`src/hdl/tis_pkg.sv`:
```
package tis_pkg;

	localparam int LETTER_W = 5;

	typedef struct packed {
		logic                mode;
		logic [LETTER_W-1:0] letter;
		logic                letter_valid;
		logic                key_end;
	} item_t;

	typedef struct packed {
		logic found;
		logic status;
	} result_t;

	localparam logic MODE_INSERT = 1'b0;
	localparam logic MODE_SEARCH = 1'b1;

	localparam logic STATUS_OK   = 1'b0;
	localparam logic STATUS_FULL = 1'b1;

	// controller to datapath
	typedef struct packed {
		logic clear;
		logic load;
		logic walk;
		logic mark_rd;
		logic emit;
	} tis_cmd_t;

	// datapath to controller
	typedef struct packed {
		logic sweep_done;
		logic key_end;
		logic out_free;
	} tis_sts_t;

endpackage

```
`src/hdl/tis_ctrl.sv`:
```
module tis_ctrl
	import tis_pkg::*;
(
	input  logic     clk,
	input  logic     arst_n,
	input  logic     item_valid,
	output logic     item_stall,
	input  tis_sts_t sts,
	output tis_cmd_t cmd
);

	typedef enum logic [4:0] {
		ST_CLEAR = 5'b00001,
		ST_IDLE  = 5'b00010,
		ST_WALK  = 5'b00100,
		ST_MARK  = 5'b01000,
		ST_EMIT  = 5'b10000
	} state_t;

	state_t state_q, state_d;

	always_ff @(posedge clk or negedge arst_n) begin
		if (!arst_n) begin
			state_q <= ST_CLEAR;
		end else begin
			state_q <= state_d;
		end
	end

	always_comb begin
		state_d    = state_q;
		cmd        = '0;
		item_stall = 1'b1;
		unique case (state_q)
			ST_CLEAR: begin
				cmd.clear = 1'b1;
				if (sts.sweep_done) begin
					state_d = ST_IDLE;
				end
			end
			ST_IDLE: begin
				item_stall = 1'b0;
				if (item_valid) begin
					cmd.load = 1'b1;
					state_d  = ST_WALK;
				end
			end
			ST_WALK: begin
				cmd.walk = 1'b1;
				state_d  = sts.key_end ? ST_MARK : ST_IDLE;
			end
			ST_MARK: begin
				// end mark of the node the walk stopped on
				cmd.mark_rd = 1'b1;
				state_d     = ST_EMIT;
			end
			ST_EMIT: begin
				if (sts.out_free) begin
					cmd.emit = 1'b1;
					state_d  = ST_IDLE;
				end
			end
			default: begin
				state_d = ST_CLEAR;
			end
		endcase
	end

endmodule

```
`config.mk`:
```
export PLATFORM = sky130hd
export DESIGN_NAME = tis_ctrl
export DESIGN_NICKNAME = d
export VERILOG_FILES = /design/src/hdl/tis_pkg.sv /design/src/hdl/tis_ctrl.sv
export SDC_FILE = /design/constraint.sdc
export NUM_CORES = 1
export LEC_CHECK = 0
export ABC_AREA = 0
export BUFFER_PORTS_ARGS = -buffer_cell sky130_fd_sc_hd__buf_2
export CAP_MARGIN = 10
export CORE_AREA = 3 3 40 42
export DETAILED_ROUTE_END_ITERATION = 10
export DIE_AREA = 0 0 43 45
export PLACE_DENSITY = 0.49
export SLEW_MARGIN = 15
export SYNTH_ARGS = -nofsm -noshare
export SYNTH_HDL_FRONTEND = slang
export SYNTH_SLANG_ARGS = --single-unit
```
`constraint.sdc`:
```
create_clock -name clk -period 3.1 [get_ports clk]
set_input_delay 0.155 -clock clk [delete_from_list [all_inputs] [get_ports clk]]
set_output_delay 0.155 -clock clk [all_outputs]
set_load 0.01 [all_outputs]
```
==> summary.txt, run 1 <==
Route
  • Wire per inst: about 12 um
  • 1st-pass router iterations: 4
  • DR iter-0 viols: 3
  • DRC: 0
  • Final ANT Viol Nets: 0
  • Vias/cell: roughly 4.8
  • DR vias: roughly 300
  • Detailed Route WL: ~770 um

Floorplan
  • Core Box Area: between 1000 and 1500 um^2
  • Top-Level Pins: 12
  • Die Wd: 43 um
  • Die Span Y: around 45 um
  • Cell Rows: 13
  • Die area: between 1500 and 2000 um^2
  • Initial Util: 0.2522

Layout
  • Filler instances: about 140
  • Max reg flops: 5
  • Most flop-heavy register: state_q
  • Nets: 55
  • Finished Layout Cells: 63
  • Synth-to-layout area growth: 33.98%
  • Diodes inserted: 0
  • Commonest non-fill, non-tap cell in the layout: buf_2
  • Fraction of layout cells with a size suffix above 1: 0.4167
  • Most frequent cells in the layout: buf_2 (11), nor2_1 (5), dfrtp_1 (4)
  • Biggest regs: state_q (5)

Run status
  • Outcome: finished clean

Clock network
  • H-tree levels: 1
  • Inserted Clock Buffers: 3
  • CTS tree: done
  • Resized Gates After CTS: 0
  • Reg clk slew, reported paths: 40 ps
  • CTS sink count: 5
  • Root buf cell: clkbuf_4
  • CTS max path bufs: 2
  • Worst-Skew Late Latency: ~240 ps

Synth
  • Sequential fraction of the synthesis area: 0.3900
  • Mapped Avg Cell Area: a little over 10 um^2
  • Number of synthesis warnings: 0
  • Yosys reg bits: 5
  • Synthesized instance count: 32
  • Cell variety after synth: 21
  • Post-Syn Nets: 38
  • Mapped Area: around 320 um^2

GRT
  • Initial antenna violation count: 0
  • Vias in the first global route: 286
  • First-pass GRT wire length: between 1 and 1.5 mm
  • GRT Total Usage: 0.08361
  • GR Overflow Total: 0
  • Largest net degree at the start of global routing: 9

STA
  • Slew Viols, Final: 0
  • Final TNS setup: 0 ps
  • Final Skew: ~2.4 ps
  • Final setup violation count: 0
  • Slew margin rel.: 0.7735
  • Fin. Hold Viols: 0
  • Slew @ Worst Pin: between 300 and 400 ps
  • Fin crit period: ~1900 ps
  • Highest Clock Rate: about 0.54 GHz
  • Fin crit share: 0.6004
  • RSZ-0062 raised after global routing: false

Worst setup path
  • Endpoint type of the worst setup path: primary output
  • Crit-path cells: or3_1 > nor3b_1 > and2_1 > buf_2
  • WP data required: around 2900 ps
  • WP buf/inv: 1
  • Worst path arrival time: about 1700 ps
  • RR Endpoint: state_q[1]
  • Critical Path Max Stage Delay: between 400 and 500 ps
  • R2R depth: 3
  • FF-to-FF Start: state_q[3]
  • Slowest CP cell: or3_1
  • CP delay by family, top: simple AND/OR/NAND/NOR gates
  • CP Max Fanout: 8
  • Crit path launch type: register
  • Reg2Reg Setup Slack: around 1600 ps
  • Crit Path Class: reg2out

Placed design
  • Post-DP HPWL: slightly below 600 um
  • Dpl cells: 58
  • Gpl congestion: between 0.6 and 0.7
  • Port buffer count: 11

Power
  • Peak VDD IR: 0.2624 mV
  • Total power density per cell area: ~690 nW/um^2
  • Leakage power: around 0.21 nW

Worst hold path
  • Tightest Hold Check Type: in2reg
  • Hold wc startpoint: item_valid
  • Hold Crit Depth: 2
  • Worst Hold Endpoint: state_q[1]

Flow run
  • Max-Cap Viols: 0
[through the flow]
stage,util,total power [mW],setup WS [ps],hold WS [ps],cell area [um^2]
2_1_floorplan,-,0.1895,1659,-140.6,324.1
3_3_place_gp,0.3096,0.2282,1531,-28.85,397.9
3_5_place_dp,0.3096,0.2261,1479,-25.73,397.9
4_1_cts,0.3379,0.3074,1230,97.02,434.2
5_1_grt,0.3379,0.3264,1154,104.6,434.2
6_report,0.3379,0.3010,1239,109.5,434.2
[final cells by class]
cell class	instances	area, um^2	share of cell area
multi-input cells	26	193.9	0.4467
flip-flops and latches	5	126.4	0.2911
repair buffers	12	65.06	0.1499
clock buffers	4	26.28	0.06052
well taps	15	18.77	0.04323
inverters	1	3.754	0.008646
[kinds of logic (layout without fill, tap and decap cells)]
logic type / count (synthesis) / in the layout / synth area share
AOI/OAI and AO/OA: 4 / 4 / 0.1158
and+or+nand+nor: 22 / 22 / 0.4827
buffers and inverters: 1 / 17 / 0.01157
DFF: 5 / 5 / 0.3900
[how the worst max path moves through the flow]
stage | from | end | slack [ps] | depth (start not counted)
after floorplan | state_q[0] | cmd[4] | 1660 | 2
after global placement | state_q[3] | cmd[0] | 1530 | 4
after detailed placement | state_q[3] | cmd[0] | 1480 | 4
after CTS | state_q[3] | cmd[0] | 1230 | 4
after global routing | state_q[3] | cmd[0] | 1150 | 4
final | state_q[3] | cmd[0] | 1240 | 4
[where the power goes]
part	internal [mW]	total [mW]	leakage, nW	switching [mW]
clock	0.0486	0.0746	0.0150	0.0260
sequential	0.0845	0.111	0.0648	0.0263
combinational	0.0600	0.116	0.128	0.0556
[layer usage]
layer | up-vias | track usage | wire length, um
met2 | 9 | 0.1257 | 320
met4 | 0 | 0.05422 | 0
met5 | - | 0 | 0
met1 | 139 | 0.1122 | 397
met3 | 0 | 0.01195 | 50
li1 | 153 | - | -
[what timing repair did]
| action | CTS | global route |
|---|---|---|
| setup endpoints to repair | 0 | 0 |
| endpoints found under the hold margin | 5 | 0 |
| setup buffers | 0 | 0 |
| hold buffers | 1 | 0 |
[cell usage after synthesis]
master    n  area share
or3b_2    2       0.054
or2_1     1       0.019
or3_1     1       0.019
nor4b_2   1       0.046
dfstp_2   1       0.081
nor3_1    2       0.031
nand3b_1  1       0.023
and2_1    2       0.039
nor4bb_1  1       0.031
inv_1     1       0.012
a211oi_1  1       0.023
o32ai_2   1       0.050
dfrtp_1   4        0.31
nor3b_2   1       0.039
o21ai_1   1       0.015
or4b_1    1       0.031
a211o_1   1       0.027
nor3b_1   2       0.046
and3_1    1       0.019
nor2_1    5       0.058
and3b_1   1       0.027
Power figures use the tool's default switching activity.
==> run 2, diff against run 1 <==
--- a/config.mk
+++ b/config.mk
@@ -11,7 +11,7 @@
 export CORE_AREA = 3 3 40 42
 export DETAILED_ROUTE_END_ITERATION = 10
 export DIE_AREA = 0 0 43 45
-export PLACE_DENSITY = 0.49
+export PLACE_DENSITY = 0.51
 export SLEW_MARGIN = 15
 export SYNTH_ARGS = -nofsm -noshare
 export SYNTH_HDL_FRONTEND = slang
==> constraint.sdc (replaced) <==
create_clock -name clk -period 1.6 [get_ports clk]
set_input_delay 0.08 -clock clk [delete_from_list [all_inputs] [get_ports clk]]
set_output_delay 0.08 -clock clk [all_outputs]
set_load 0.01 [all_outputs]
==> run 2 against run 1 <==
Compared with the run above: via count rose by 11%; first-iteration DRC count did not move; flip-flop and latch count did not move; worst hold slack got worse by 75 ps; sequential share of layout area fell by 4.2 points; total power rose by 120%; count of clock-buffer cells in the layout did not move; critical path type unchanged; critical endpoint unchanged; largest cell class unchanged; largest power group unchanged.
==> summary.txt, run 2 (synthesized netlist as in run 1, its figures left out) <==
Run status
  • Outcome: finished clean

Route
  • Met2 Routed Length: 413 um (+29%)
  • 1st-pass router iterations: 2 (-2)
  • DR top layer: met3
  • Vias/cell: 4.926 (+3.1%)
  • DRC: 0 (unchanged)
  • Wire per inst: 12.21 um (+0.13%)
  • DR iter-0 viols: 3 (unchanged)
  • Final ANT Viol Nets: 0 (unchanged)
  • Detailed Route WL: 830 um (+8.1%)
  • WL met3: 53 um (+6.0%)
  • Met1 WL: 363 um (-8.6%)
  • DR vias: 335 (+11%)

Power
  • Leakage power: 0.2402 nW (+16%)
  • Peak VDD IR: 0.3475 mV (+32%)
  • Total power density per cell area: 1318 nW/um^2 (+90%)

Layout
  • Biggest regs: state_q (5)
  • Area of the multi-input gates: 229.0 um^2 (+18%)
  • Filler instances: 139 (-2.8%)
  • Nets: 60 (+9.1%)
  • Reg area: 126.4 um^2 (unchanged)
  • Max reg flops: 5 (unchanged)
  • Fraction of layout cells with a size suffix above 1: 0.5472 (+0.1305)
  • Synth-to-layout area growth: 56.37%
  • Layout Utilization: 0.3944 (+0.05648)
  • Commonest non-fill, non-tap cell in the layout: buf_2
  • Diodes inserted: 0 (unchanged)
  • Most flop-heavy register: state_q
  • Most frequent cells in the layout: buf_2 (11), nor2_1 (5), buf_4 (5)

Worst setup path
  • CP Max Fanout: 3 (-5)
  • Crit Path Class: reg2out
  • R2R depth: 4 (+1)
  • WP data required: 1520 ps (-1420 ps)
  • Endpoint type of the worst setup path: primary output
  • Crit path launch type: register
  • Reg2Reg Setup Slack: 90 ps (-1480 ps)
  • Worst path arrival time: 1490 ps (-220 ps)

Floorplan
  • Initial Util: 0.2522 (unchanged)
  • Core Box Area: 1285 um^2 (unchanged)
  • Die Wd: 43 um (unchanged)
  • Die Span Y: 45 um (unchanged)
  • Cell Rows: 13 (unchanged)
  • Die area: 1935 um^2 (unchanged)
  • Top-Level Pins: 12 (unchanged)

Clock network
  • Worst-Skew Late Latency: 240 ps (about the same)
  • CTS max path bufs: 2 (unchanged)
  • CTS sink count: 5 (unchanged)
  • H-tree levels: 1 (unchanged)
  • CTS tree: done
  • Reg clk slew, reported paths: 40 ps (about the same)
  • Inserted Clock Buffers: 3 (unchanged)
  • Root buf cell: clkbuf_4

Worst hold path
  • Tightest Hold Check Type: in2reg
  • Hold Crit Depth: 2 (unchanged)

STA
  • Final Skew: 1.654 ps (-0.7499 ps)
  • Final TNS setup: 0 ps (unchanged)
  • Final setup violation count: 0 (unchanged)
  • Fin crit period: 1565 ps
  • Slew Viols, Final: 0 (unchanged)
  • RSZ-0062 raised after global routing: true
  • Slew margin rel.: 0.7918 (+0.01829)
  • Fin. Hold Viols: 0 (unchanged)
  • Highest Clock Rate: roughly 0.64 GHz
  • Slew @ Worst Pin: 312.3 ps (-26.54 ps)
  • Fin crit share: 0.9783

GRT
  • Initial antenna violation count: 0 (unchanged)
  • GRT Total Usage: 0.09472 (+0.01111)
  • Largest net degree at the start of global routing: 9 (unchanged)
  • Vias in the first global route: 337 (+18%)
  • First-pass GRT wire length: 1.400 mm (+19%)
  • GR Overflow Total: 0 (unchanged)

Placed design
  • Gpl congestion: 0.6917 (+2.1%)
  • Port buffer count: 11 (unchanged)
  • Post-DP HPWL: 589.1 um (-1.2%)

Flow run
  • Max-Cap Viols: 0 (unchanged)
run 2: worst max-delay path, stage by stage (launching register included):
cell,delay (ps)
dfstp_2,370
or3_4,430
nor3b_4,190
and2_1,140
buf_2,120
run 2: path summary, 6_finish.rpt:
path | to | from
max reg2reg | state_q[1] | state_q[4]
max | cmd[0] | state_q[0]
min reg2reg | state_q[0] | state_q[2]
max in group asynchronous | state_q[0] | arst_n
min in group asynchronous | state_q[3] | arst_n
min | state_q[1] | item_valid
run 2: layout make-up:
cell class | instances | share of cell area
clock buffers | 4 | 0.05185
inverters | 1 | 0.007407
multi-input cells | 26 | 0.4519
flip-flops and latches | 5 | 0.2494
well taps | 15 | 0.03704
repair buffers | 17 | 0.2025
run 2: what timing repair did:
item / CTS / global route
setup endpoints to repair: 2 / 4
setup buffers: 1 / 1
pin swaps: 0 / 3
endpoints found under the hold margin: 5 / 0
hold buffers: 1 / 0
gates resized for setup: 4 / 3
run 2: where the power goes:
group | switching [mW] | internal (mW) | total [mW]
logic | 0.163 | 0.173 | 0.336
clock network | 0.0481 | 0.0940 | 0.142
registers | 0.0266 | 0.163 | 0.190
run 2: stage by stage:
stage	area, um^2	hold WS [ps]	instances	power, mW	worst slack, ps
finish	506.7	34.35	68	0.6679	34.72
global route	506.7	27.41	68	0.7276	-52.72
CTS	481.7	26.69	67	0.6591	36.37
detailed placement	420.4	-103.7	61	0.4576	106.9
global placement	420.4	-101.1	61	0.4560	125.2
floorplan	324.1	-215.6	32	0.3672	162.0
run 2: per-layer routing:
metal / global-route usage / vias up
li1: - / 161
met1: 0.1204 / 163
met2: 0.1527 / 11
met3: 0.03984 / 0
met4: 0.01807 / 0
met5: 0 / -
